===== src/compass_heading_circular_filter_macros.svh =====
// Assertion macros for the compass heading filter.
// Used by the top level only; no other dependencies.
`ifndef COMPASS_HEADING_CIRCULAR_FILTER_MACROS_SVH
`define COMPASS_HEADING_CIRCULAR_FILTER_MACROS_SVH
`ifndef SYNTH
`define CHF_ASSERT(label, clk, rst_n, prop, msg) \
    label: assert property (@(posedge clk) disable iff (!rst_n) prop) else $error(msg);
`define CHF_ASSERT_NORST(label, clk, prop, msg) \
    label: assert property (@(posedge clk) prop) else $error(msg);
`else
`define CHF_ASSERT(label, clk, rst_n, prop, msg)
`define CHF_ASSERT_NORST(label, clk, prop, msg)
`endif
`endif


===== src/chf_pkg.sv =====
`timescale 1ns / 1ps
// Shared types, constants and tables of the compass heading filter.
// No dependencies.
package chf_pkg;
    localparam int Window = 8;
    localparam int SlotW = (Window > 1) ? $clog2(Window) : 1;
    localparam int CordicSteps = 16;
    localparam int StepW = 4;
    localparam int SumW = 22;
    localparam int CordW = 40;
    localparam logic [16:0] AlphaOne = 17'd65536;
    localparam logic signed [CordW-1:0] GainStart = 40'sd2547003;

    typedef struct packed {
        logic signed [11:0] mag_x;
        logic signed [11:0] mag_y;
        logic               sample_valid;
    } item_t;

    typedef enum logic [3:0] {
        ST_IDLE, ST_RAW, ST_OLD_SC, ST_OLD_ACC, ST_NEW_SC, ST_NEW_ACC,
        ST_MEAN, ST_DIFF, ST_MUL, ST_PROD, ST_DONE
    } back_state_t;

    typedef enum logic [1:0] {
        OP_NONE, OP_ATAN, OP_SINCOS
    } cordic_op_t;

    function automatic logic [31:0] turn_atan(input logic [StepW-1:0] i);
        logic [31:0] v;
        begin
            case (i)
                4'd0: v = 32'd536870912;
                4'd1: v = 32'd316933406;
                4'd2: v = 32'd167458907;
                4'd3: v = 32'd85004756;
                4'd4: v = 32'd42667331;
                4'd5: v = 32'd21354465;
                4'd6: v = 32'd10679838;
                4'd7: v = 32'd5340245;
                4'd8: v = 32'd2670163;
                4'd9: v = 32'd1335087;
                4'd10: v = 32'd667544;
                4'd11: v = 32'd333772;
                4'd12: v = 32'd166886;
                4'd13: v = 32'd83443;
                4'd14: v = 32'd41722;
                default: v = 32'd20861;
            endcase
            return v;
        end
    endfunction
endpackage


===== src/chf_front.sv =====
`timescale 1ns / 1ps
// Front end: accepts samples and queues them for the back end.
// Depends on chf_pkg.
module chf_front
(
    input  logic           clk,
    input  logic           rst_n,
    input  logic           in_valid,
    output logic           in_ready,
    input  chf_pkg::item_t in_item,
    output logic           q_valid,
    input  logic           q_ready,
    output chf_pkg::item_t q_item
);
    chf_pkg::item_t mem [2];
    logic       wp_reg, wp_next, rp_reg, rp_next;
    logic [1:0] cnt_reg, cnt_next;
    logic push, pop;

    assign in_ready = (cnt_reg != 2'd2);
    assign q_valid = (cnt_reg != 2'd0);
    assign q_item = mem[rp_reg];
    assign push = in_valid && in_ready;
    assign pop = q_valid && q_ready;

    always_comb
    begin
        wp_next = push ? ~wp_reg : wp_reg;
        rp_next = pop ? ~rp_reg : rp_reg;
        cnt_next = cnt_reg + {1'b0, push} - {1'b0, pop};
    end

    always_ff @(posedge clk)
    begin
        if (push)
        begin
            mem[wp_reg] <= in_item;
        end
    end

    always_ff @(posedge clk or negedge rst_n)
    begin
        if (!rst_n)
        begin
            wp_reg <= 1'b0;
            rp_reg <= 1'b0;
            cnt_reg <= 2'd0;
        end
        else
        begin
            wp_reg <= wp_next;
            rp_reg <= rp_next;
            cnt_reg <= cnt_next;
        end
    end
endmodule


===== src/chf_cordic.sv =====
`timescale 1ns / 1ps
// Iterative CORDIC: atan2 in vectoring mode, sin/cos in rotation mode.
// Depends on chf_pkg.
module chf_cordic
(
    input  logic                     clk,
    input  logic                     rst_n,
    input  logic                     start,
    input  chf_pkg::cordic_op_t      op,
    input  logic signed [21:0]       in_y,
    input  logic signed [21:0]       in_x,
    input  logic [15:0]              in_angle,
    output logic                     done,
    output logic [15:0]              angle_out,
    output logic signed [15:0]       sin_out,
    output logic signed [15:0]       cos_out
);
    localparam int W = chf_pkg::CordW;
    logic signed [W-1:0] x_reg, x_next, y_reg, y_next;
    logic signed [33:0]  z_reg, z_next;
    logic [chf_pkg::StepW-1:0] i_reg, i_next;
    logic busy_reg, busy_next, done_reg, done_next;
    chf_pkg::cordic_op_t op_reg, op_next;
    logic neg_reg, neg_next, zero_reg, zero_next;
    logic signed [W-1:0] dx, dy;
    logic signed [W-1:0] ex, ey;
    logic signed [33:0]  za, ta;
    logic dir;
    logic [31:0] zr;

    function automatic logic signed [15:0] rq(input logic signed [W-1:0] v, input logic n);
        logic signed [W-1:0] r;
        begin
            r = (v + W'(128)) >>> 8;
            if (r > W'(16384)) r = W'(16384);
            if (r < -W'(16384)) r = -W'(16384);
            if (n) r = -r;
            return r[15:0];
        end
    endfunction

    always_comb
    begin
        x_next = x_reg;
        y_next = y_reg;
        z_next = z_reg;
        i_next = i_reg;
        busy_next = busy_reg;
        done_next = 1'b0;
        op_next = op_reg;
        neg_next = neg_reg;
        zero_next = zero_reg;
        ex = W'(in_x);
        ey = W'(in_y);
        za = 34'(signed'({2'b00, in_angle, 16'h0000}));
        dx = y_reg >>> i_reg;
        dy = x_reg >>> i_reg;
        ta = 34'(signed'({2'b00, chf_pkg::turn_atan(i_reg)}));
        if (op_reg == chf_pkg::OP_ATAN)
            dir = (y_reg >= 0);
        else
            dir = !(z_reg >= 0);
        if (start)
        begin
            op_next = op;
            busy_next = 1'b1;
            i_next = '0;
            if (op == chf_pkg::OP_ATAN)
            begin
                zero_next = (in_x == 0) && (in_y == 0);
                neg_next = 1'b0;
                if (in_x < 0)
                begin
                    ex = -ex;
                    ey = -ey;
                    z_next = 34'sh80000000;
                end
                else
                begin
                    z_next = '0;
                end
                x_next = ex <<< 10;
                y_next = ey <<< 10;
            end
            else
            begin
                zero_next = 1'b0;
                x_next = chf_pkg::GainStart;
                y_next = '0;
                if (in_angle[15]) za = za - 34'sh100000000;
                neg_next = 1'b0;
                if (za > 34'sh40000000)
                begin
                    za = za - 34'sh80000000;
                    neg_next = 1'b1;
                end
                else if (za < -34'sh40000000)
                begin
                    za = za + 34'sh80000000;
                    neg_next = 1'b1;
                end
                z_next = za;
            end
        end
        else if (busy_reg)
        begin
            if (dir)
            begin
                x_next = x_reg + dx;
                y_next = y_reg - dy;
                z_next = z_reg + ta;
            end
            else
            begin
                x_next = x_reg - dx;
                y_next = y_reg + dy;
                z_next = z_reg - ta;
            end
            i_next = i_reg + 1'b1;
            if (i_reg == chf_pkg::StepW'(chf_pkg::CordicSteps - 1))
            begin
                busy_next = 1'b0;
                done_next = 1'b1;
            end
        end
    end

    assign zr = z_reg[31:0] + 32'h8000;
    assign angle_out = zero_reg ? 16'd0 : zr[31:16];
    assign sin_out = rq(y_reg, neg_reg);
    assign cos_out = rq(x_reg, neg_reg);
    assign done = done_reg;

    always_ff @(posedge clk)
    begin
        x_reg <= x_next;
        y_reg <= y_next;
        z_reg <= z_next;
        i_reg <= i_next;
        op_reg <= op_next;
        neg_reg <= neg_next;
        zero_reg <= zero_next;
    end

    always_ff @(posedge clk or negedge rst_n)
    begin
        if (!rst_n)
        begin
            busy_reg <= 1'b0;
            done_reg <= 1'b0;
        end
        else
        begin
            busy_reg <= busy_next;
            done_reg <= done_next;
        end
    end
endmodule


===== src/chf_back.sv =====
`timescale 1ns / 1ps
// Back end: ring, sums, circular mean and smoothing, one sample at a time.
// Depends on chf_pkg and chf_cordic.
module chf_back
(
    input  logic           clk,
    input  logic           rst_n,
    input  logic           q_valid,
    output logic           q_ready,
    input  chf_pkg::item_t q_item,
    input  logic [16:0]    alpha,
    output logic           out_valid,
    input  logic           out_ready,
    output logic [15:0]    out_heading,
    output logic           out_updated
);
    chf_pkg::back_state_t st_reg, st_next;
    logic [15:0] ring [chf_pkg::Window];
    logic [chf_pkg::SlotW-1:0] slot_reg, slot_next;
    logic filled_reg, filled_next;
    logic signed [chf_pkg::SumW-1:0] ssum_reg, ssum_next, csum_reg, csum_next;
    logic [15:0] smooth_reg, smooth_next, raw_reg, raw_next;
    logic signed [16:0] d_reg, d_next;
    logic signed [34:0] prod_reg, prod_next;
    logic [15:0] ring_rd_reg;
    logic upd_reg, upd_next, ov_reg, ov_next;
    logic ring_we;
    logic c_start, c_done;
    chf_pkg::cordic_op_t c_op;
    logic signed [21:0] c_y, c_x;
    logic [15:0] c_ang, c_angle_out, diff;
    logic signed [15:0] c_sin, c_cos;
    logic [16:0] a_sat;
    logic signed [34:0] step;

    chf_cordic u_cordic (
        .clk(clk), .rst_n(rst_n), .start(c_start), .op(c_op),
        .in_y(c_y), .in_x(c_x), .in_angle(c_ang), .done(c_done),
        .angle_out(c_angle_out), .sin_out(c_sin), .cos_out(c_cos)
    );

    assign a_sat = (alpha > chf_pkg::AlphaOne) ? chf_pkg::AlphaOne : alpha;
    assign diff = raw_reg - smooth_reg;
    assign step = (prod_reg + 35'sd32768) >>> 16;
    assign q_ready = (st_reg == chf_pkg::ST_IDLE) && !ov_reg;
    assign out_valid = ov_reg;
    assign out_heading = smooth_reg;
    assign out_updated = upd_reg;

    always_comb
    begin
        st_next = st_reg;
        slot_next = slot_reg;
        filled_next = filled_reg;
        ssum_next = ssum_reg;
        csum_next = csum_reg;
        smooth_next = smooth_reg;
        raw_next = raw_reg;
        d_next = d_reg;
        prod_next = prod_reg;
        upd_next = upd_reg;
        ov_next = ov_reg;
        ring_we = 1'b0;
        c_start = 1'b0;
        c_op = chf_pkg::OP_NONE;
        c_y = 22'(q_item.mag_y);
        c_x = 22'(q_item.mag_x);
        c_ang = ring_rd_reg;
        if (ov_reg && out_ready) ov_next = 1'b0;
        unique case (st_reg)
            chf_pkg::ST_IDLE:
            begin
                if (q_valid && !ov_reg)
                begin
                    upd_next = q_item.sample_valid;
                    if (q_item.sample_valid)
                    begin
                        c_start = 1'b1;
                        c_op = chf_pkg::OP_ATAN;
                        st_next = chf_pkg::ST_RAW;
                    end
                    else
                    begin
                        ov_next = 1'b1;
                    end
                end
            end
            chf_pkg::ST_RAW:
            begin
                if (c_done)
                begin
                    raw_next = c_angle_out;
                    c_start = 1'b1;
                    if (filled_reg)
                    begin
                        c_op = chf_pkg::OP_SINCOS;
                        st_next = chf_pkg::ST_OLD_SC;
                    end
                    else
                    begin
                        c_op = chf_pkg::OP_SINCOS;
                        c_ang = c_angle_out;
                        st_next = chf_pkg::ST_NEW_SC;
                    end
                end
            end
            chf_pkg::ST_OLD_SC:
            begin
                if (c_done) st_next = chf_pkg::ST_OLD_ACC;
            end
            chf_pkg::ST_OLD_ACC:
            begin
                ssum_next = ssum_reg - chf_pkg::SumW'(c_sin);
                csum_next = csum_reg - chf_pkg::SumW'(c_cos);
                c_start = 1'b1;
                c_op = chf_pkg::OP_SINCOS;
                c_ang = raw_reg;
                st_next = chf_pkg::ST_NEW_SC;
            end
            chf_pkg::ST_NEW_SC:
            begin
                if (c_done) st_next = chf_pkg::ST_NEW_ACC;
            end
            chf_pkg::ST_NEW_ACC:
            begin
                ssum_next = ssum_reg + chf_pkg::SumW'(c_sin);
                csum_next = csum_reg + chf_pkg::SumW'(c_cos);
                ring_we = 1'b1;
                if (slot_reg == chf_pkg::SlotW'(chf_pkg::Window - 1))
                begin
                    slot_next = '0;
                    filled_next = 1'b1;
                end
                else
                begin
                    slot_next = slot_reg + 1'b1;
                end
                st_next = chf_pkg::ST_MEAN;
            end
            chf_pkg::ST_MEAN:
            begin
                c_start = 1'b1;
                c_op = chf_pkg::OP_ATAN;
                c_y = ssum_reg;
                c_x = csum_reg;
                st_next = chf_pkg::ST_DIFF;
            end
            chf_pkg::ST_DIFF:
            begin
                if (c_done)
                begin
                    raw_next = c_angle_out;
                    st_next = chf_pkg::ST_MUL;
                end
            end
            chf_pkg::ST_MUL:
            begin
                d_next = 17'(signed'(diff));
                st_next = chf_pkg::ST_PROD;
            end
            chf_pkg::ST_PROD:
            begin
                prod_next = signed'({1'b0, a_sat}) * d_reg;
                st_next = chf_pkg::ST_DONE;
            end
            chf_pkg::ST_DONE:
            begin
                smooth_next = smooth_reg + step[15:0];
                ov_next = 1'b1;
                st_next = chf_pkg::ST_IDLE;
            end
            default: st_next = chf_pkg::ST_IDLE;
        endcase
    end

    always_ff @(posedge clk)
    begin
        if (ring_we) ring[slot_reg] <= raw_reg;
        ring_rd_reg <= ring[slot_reg];
    end

    always_ff @(posedge clk)
    begin
        raw_reg <= raw_next;
        d_reg <= d_next;
        prod_reg <= prod_next;
    end

    always_ff @(posedge clk or negedge rst_n)
    begin
        if (!rst_n)
        begin
            st_reg <= chf_pkg::ST_IDLE;
            slot_reg <= '0;
            filled_reg <= 1'b0;
            ssum_reg <= '0;
            csum_reg <= '0;
            smooth_reg <= '0;
            upd_reg <= 1'b0;
            ov_reg <= 1'b0;
        end
        else
        begin
            st_reg <= st_next;
            slot_reg <= slot_next;
            filled_reg <= filled_next;
            ssum_reg <= ssum_next;
            csum_reg <= csum_next;
            smooth_reg <= smooth_next;
            upd_reg <= upd_next;
            ov_reg <= ov_next;
        end
    end
endmodule


===== src/compass_heading_circular_filter.sv =====
`timescale 1ns / 1ps
// Compass heading filter: windowed circular mean of atan2 headings, then smoothing.
// Work: a valid sample takes three 16-step CORDIC runs on one shared unit while the ring
// fills, four once it has wrapped; an invalid sample is answered without a CORDIC run.
// Throughput: one sample at a time; the next is taken from the queue only once the back
// end is idle again and the result of the last one has been taken.
// Reset: asynchronous, active low; clears sums, slot, fill flag, heading, alpha to 16384.
`include "compass_heading_circular_filter_macros.svh"
module compass_heading_circular_filter
(
    input  logic        clk,
    input  logic        rst_n,
    input  logic        s_axis_tvalid,
    output logic        s_axis_tready,
    input  logic [23:0] s_axis_tdata,   // mag_x[11:0], mag_y[23:12]
    input  logic        s_axis_tuser,   // sample_valid
    output logic        m_axis_tvalid,
    input  logic        m_axis_tready,
    output logic [15:0] m_axis_tdata,   // heading[15:0]
    output logic        m_axis_tuser,   // updated
    input  logic        cfg_valid,
    output logic        cfg_ready,
    input  logic [16:0] cfg_data
);
    logic [16:0] alpha_reg, alpha_next;
    chf_pkg::item_t in_item, q_item;
    logic q_valid, q_ready;

    // pack the slave transaction into one item
    assign in_item = '{mag_x: s_axis_tdata[11:0], mag_y: s_axis_tdata[23:12],
                       sample_valid: s_axis_tuser};
    assign cfg_ready = 1'b1;

    always_comb
    begin
        alpha_next = alpha_reg;
        if (cfg_valid) alpha_next = cfg_data;
    end

    always_ff @(posedge clk or negedge rst_n)
    begin
        if (!rst_n) alpha_reg <= 17'd16384;
        else alpha_reg <= alpha_next;
    end

    chf_front u_front (
        .clk(clk), .rst_n(rst_n), .in_valid(s_axis_tvalid), .in_ready(s_axis_tready),
        .in_item(in_item), .q_valid(q_valid), .q_ready(q_ready), .q_item(q_item)
    );

    chf_back u_back (
        .clk(clk), .rst_n(rst_n), .q_valid(q_valid), .q_ready(q_ready), .q_item(q_item),
        .alpha(alpha_reg), .out_valid(m_axis_tvalid), .out_ready(m_axis_tready),
        .out_heading(m_axis_tdata), .out_updated(m_axis_tuser)
    );

    // hold the result until taken
    `CHF_ASSERT(a_out_hold, clk, rst_n, m_axis_tvalid && !m_axis_tready |=> $stable(m_axis_tdata), "result changed while stalled")
    // an invalid sample leaves the heading
    `CHF_ASSERT(a_inv, clk, rst_n, m_axis_tvalid && !m_axis_tuser |-> $stable(m_axis_tdata), "invalid sample moved heading")
endmodule


===== config.mk =====
export PLATFORM = sky130hd
export DESIGN_NAME = compass_heading_circular_filter
export DESIGN_NICKNAME = d
export VERILOG_FILES = /design/src/chf_pkg.sv /design/src/chf_front.sv /design/src/chf_cordic.sv /design/src/chf_back.sv /design/src/compass_heading_circular_filter.sv
export VERILOG_INCLUDE_DIRS = /design/src /design/src/src
export SDC_FILE = /design/constraint.sdc
export NUM_CORES = 2
export LEC_CHECK = 0
export BUFFER_PORTS_ARGS = -buffer_cell sky130_fd_sc_hd__clkbuf_2
export CORE_MARGIN = 2
export CORE_UTILIZATION = 35
export CTS_CLUSTER_DIAMETER = 120
export CTS_CLUSTER_SIZE = 8
export DETAILED_ROUTE_END_ITERATION = 10
export HOLD_SLACK_MARGIN = 0.1
export PLACE_DENSITY_LB_ADDON = 0.3
export SYNTH_ARGS = -nofsm -noshare
export SYNTH_HDL_FRONTEND = slang
export SYNTH_HIERARCHICAL = 1
export SYNTH_SLANG_ARGS = --single-unit

===== constraint.sdc =====
create_clock -name clk -period 21.4 [get_ports clk]
set_input_delay 0 -clock clk [delete_from_list [all_inputs] [get_ports clk]]
set_output_delay 0 -clock clk [all_outputs]
set_load 0.02 [all_outputs]

==> impl_metrics.tcl <==
set metrics [dict create \
    outcome "finished, final reports clean" \
    synth_top_area_share_pct 21.91 \
    synth_cell_type_count 112 \
    io_buffers 65 \
    row_count 134 \
    cts.htree.levels 3 \
    die_x_um 371.5 \
    detailroute.via_count 38590 \
    synth_seq_cells 488 \
    drcViolationCount 0 \
    reg_top3 "u_back/ring: 128 flops, u_front/mem: 50 flops" \
    placeableCoreArea_um2 133800 \
    post_drt_wl_per_cell_um 20.09 \
    postRouteWirelength_um 139200 \
    grt_usage_pct 19.96 \
    cts_made_buffers 71 \
    ratio_of_cells_with_drive_above_1_in_the_final_layout_pct 9.345 \
    crit_arrival_ns 8.75 \
    remaining_antenna_violation_count_after_routing 0 \
    fin_cells 6927 \
    synth_ff_type "sky130_fd_sc_hd__edfxtp_1" \
    first_global_vias 37420 \
    holdBufCountCts 100 \
    hp-class "in -> reg" \
    fin_crit_sh_pct 38.94 \
    grt_antenna_before_repair 2 \
    nNetsFinal 5680 \
    setup-violations-final 0 \
    regMostFlops "u_back/ring" \
    post_route_clock_skew_ns 0.03182 \
    fraction_of_registers_with_async_set_or_reset_after_synthesis_pct 19.06 \
    cp_data_required_time_ns 21.81 \
    tritoncts_num_sinks 488 \
    place_inst 6697 \
    fmax_mhz 120.0 \
    top_level_ports 67 \
    post_cts_resized 0 \
    via_per_inst 5.571 \
    final_wtd_congestion 0.9590 \
    tightest_slew_ns 1.233 \
    gr-total-overflow 0 \
    drt_iter0_drc 3295 \
    synth_edf_count 345 \
    timing_hold_violations_final 0 \
    crit_type "reg -> reg" \
    number_of_flip_flops_under_the_largest_register_name 128 \
    growth_of_design_area_from_synthesis_to_finish_pct 10.84 \
    rsz_0062_raised_after_global_routing "false" \
    clock-root-buffer "sky130_fd_sc_hd__clkbuf_16" \
    critPathCaptureType "flip-flop" \
    grt_first_pass_wirelength_um 216400 \
    largest_cells_by_area_after_synthesis "sky130_fd_sc_hd__edfxtp_1, sky130_fd_sc_hd__fa_1, sky130_fd_sc_hd__ha_1" \
    detail_route.first_pass.iterations 8 \
    post-synth-top-area-cell "sky130_fd_sc_hd__edfxtp_1" \
    maxSlewViolCount 0 \
    grt_start_max_net_pins 68 \
    syn_avg_cell_area_um2 9.323 \
    cts_setup_buffers 0 \
    max-clock-path-buffers 3 \
    syn_nets 5649 \
    post_synth_instance_area_um2 47280 \
    finalSetupTns_ns 0 \
    post_synthesis_cells 5071 \
    relSlewSlack_pct 15.70 \
    tritoncts_clock_tree "built" \
    ys_warn_count 6 \
    worstSkewPairLatency_ns 0.67 \
    clk_transition_reported_paths_ns 0.06 \
    worst-path-max-fanout 27 \
    die_h_um 371.5 \
    synth-seq-area-share_pct 28.96 \
    worst_setup_path_start_kind "flip-flop" \
    finalCriticalPeriod_ns 8.334 \
    die_area_um2 138000 \
    maxCapViolations 0 \
    place.detailed.hpwl_um 101800 \
    initial_utilization_pct 35.33 \
]
## cell usage in the layout (no fill, tap or decap), types with 79 or more instances in the layout
cell type and n:
sky130_fd_sc_hd__nand2_1 562, sky130_fd_sc_hd__inv_1 386, sky130_fd_sc_hd__edfxtp_1 345, sky130_fd_sc_hd__ha_1 317, sky130_fd_sc_hd__nor2_1 304, sky130_fd_sc_hd__a21oi_1 243, sky130_fd_sc_hd__o21ai_0 238, sky130_fd_sc_hd__xnor2_1 231
sky130_fd_sc_hd__fa_1 214, sky130_fd_sc_hd__xor2_1 205, sky130_fd_sc_hd__and2_1 129, sky130_fd_sc_hd__nand3_1 109, sky130_fd_sc_hd__dlygate4sd3_1 99, sky130_fd_sc_hd__dfrtp_1 92, sky130_fd_sc_hd__mux4_2 90, sky130_fd_sc_hd__mux2_2 81
sky130_fd_sc_hd__mux2i_1 79
## Yosys cell counts, types with 11 or more instances
cell type / count
sky130_fd_sc_hd__a211o_1: 11
sky130_fd_sc_hd__a211oi_1: 38
sky130_fd_sc_hd__a21o_1: 73
sky130_fd_sc_hd__a21oi_1: 243
sky130_fd_sc_hd__a222oi_1: 16
sky130_fd_sc_hd__a22oi_1: 73
sky130_fd_sc_hd__a31oi_1: 46
sky130_fd_sc_hd__and2_1: 129
sky130_fd_sc_hd__and3_1: 68
sky130_fd_sc_hd__and4_1: 13
sky130_fd_sc_hd__buf_1: 22
sky130_fd_sc_hd__buf_2: 27
sky130_fd_sc_hd__clkbuf_1: 194
sky130_fd_sc_hd__dfrtp_1: 92
sky130_fd_sc_hd__dfxtp_1: 50
sky130_fd_sc_hd__edfxtp_1: 345
sky130_fd_sc_hd__fa_1: 214
sky130_fd_sc_hd__ha_1: 317
sky130_fd_sc_hd__inv_1: 386
sky130_fd_sc_hd__mux2_2: 81
sky130_fd_sc_hd__mux2i_1: 79
sky130_fd_sc_hd__mux4_2: 90
sky130_fd_sc_hd__nand2_1: 563
sky130_fd_sc_hd__nand2b_1: 65
sky130_fd_sc_hd__nand3_1: 109
sky130_fd_sc_hd__nand4_1: 63
sky130_fd_sc_hd__nor2_1: 309
sky130_fd_sc_hd__nor2b_1: 46
sky130_fd_sc_hd__nor3_1: 80
sky130_fd_sc_hd__nor3b_1: 15
sky130_fd_sc_hd__nor4_1: 37
sky130_fd_sc_hd__o211ai_1: 23
sky130_fd_sc_hd__o21a_1: 29
sky130_fd_sc_hd__o21ai_0: 238
sky130_fd_sc_hd__o21ai_1: 14
sky130_fd_sc_hd__o21bai_1: 28
sky130_fd_sc_hd__o22ai_1: 52
sky130_fd_sc_hd__o31a_1: 12
sky130_fd_sc_hd__o31ai_1: 52
sky130_fd_sc_hd__o41ai_1: 12
sky130_fd_sc_hd__or2_2: 30
sky130_fd_sc_hd__or3_1: 42
sky130_fd_sc_hd__or4_1: 16
sky130_fd_sc_hd__xnor2_1: 231
sky130_fd_sc_hd__xor2_1: 205
## cells by family (layout without fill, tap and decap cells)
| logic type | Yosys count | after routing | synth area share, % |
|---|---|---|---|
| xor gates and xnor gates | 437 | 437 | 8.112 |
| and+or+nand+nor | 1632 | 1632 | 16.94 |
| adders and majority gates | 531 | 531 | 17.45 |
| other | 1 | 2 | 0.007932 |
| DFF | 488 | 488 | 28.96 |
| buffers and inverters | 647 | 734 | 5.357 |
| AOI/OAI and AO/OA | 1074 | 1074 | 14.91 |
| muxes | 261 | 261 | 8.263 |
## path summary, 6_finish.rpt
check / slack (ns) / cells past startpoint / start / to
max in group asynchronous: 19.99 / 4 / rst_n / u_back/csum_reg[9]
worst min register to register: 0.47 / 1 / u_back/csum_reg[21] / u_back/csum_reg[21]
worst min-delay path: 0.27 / 4 / s_axis_tvalid / u_front/wp_reg
min in group asynchronous: 0.53 / 4 / rst_n / u_back/u_cordic/busy_reg
worst max register to register: 13.07 / 25 / alpha_reg[1] / u_back/prod_reg[31]
worst max-delay path: 13.07 / 25 / alpha_reg[1] / u_back/prod_reg[31]
## final cells by class
cell class,count,area [µm²]
well taps,1768,2212
repair buffers,214,1714
clock inverters,6,87.58
flip-flops and latches,488,13700
fillers,13300,81390
diodes,1,2.502
multi-input cells,3936,31170
clock buffers,123,2046
inverters,391,1468
## through the flow
| step | utilization (%) | hold WS [ns] | worst slack (ns) | area (µm²) |
|---|---|---|---|---|
| final | 39.16 | 0.2694 | 13.07 | 52400 |
| after CTS | 39.16 | 0.2065 | 13.10 | 52400 |
| after floorplan | - | -0.2956 | 14.40 | 47280 |
| after detailed placement | 36.81 | 0.08404 | 13.13 | 49240 |
| after global routing | 39.16 | 0.2326 | 12.64 | 52400 |
| after global placement | 36.81 | 0.07744 | 13.21 | 49240 |
## layer usage
metal	vias to the layer above	track usage [%]	share of wire, %
li1	18220	-	-
met2	1221	32.12	46
met5	-	0	0
met1	18890	27.11	45
met4	0	7.545	3.7
met3	258	2.855	5.9
## critical path, stage by stage (launching register included)
cell and delay (ns):
sky130_fd_sc_hd__dfrtp_1 0.41, sky130_fd_sc_hd__nor4_1 0.73, sky130_fd_sc_hd__nand4_1 0.18, sky130_fd_sc_hd__nand2_1 0.53, sky130_fd_sc_hd__and2_1 0.51, sky130_fd_sc_hd__nand2_1 0.14, sky130_fd_sc_hd__fa_1 0.54, sky130_fd_sc_hd__inv_1 0.05
sky130_fd_sc_hd__fa_1 0.53, sky130_fd_sc_hd__inv_1 0.05, sky130_fd_sc_hd__fa_1 0.49, sky130_fd_sc_hd__inv_1 0.05, sky130_fd_sc_hd__fa_1 0.46, sky130_fd_sc_hd__fa_1 0.55, sky130_fd_sc_hd__inv_1 0.06, sky130_fd_sc_hd__fa_1 0.53
sky130_fd_sc_hd__inv_1 0.04, sky130_fd_sc_hd__ha_1 0.34, sky130_fd_sc_hd__and3_1 0.22, sky130_fd_sc_hd__a221o_1 0.31, sky130_fd_sc_hd__a21o_1 0.20, sky130_fd_sc_hd__a311oi_2 0.40, sky130_fd_sc_hd__o21ai_2 0.13, sky130_fd_sc_hd__a221o_2 0.40
sky130_fd_sc_hd__a21oi_2 0.16, sky130_fd_sc_hd__xnor2_1 0.07
Power is not shown: default switching activity piles up to over one toggle a cycle in this logic, so the estimate is an artifact.
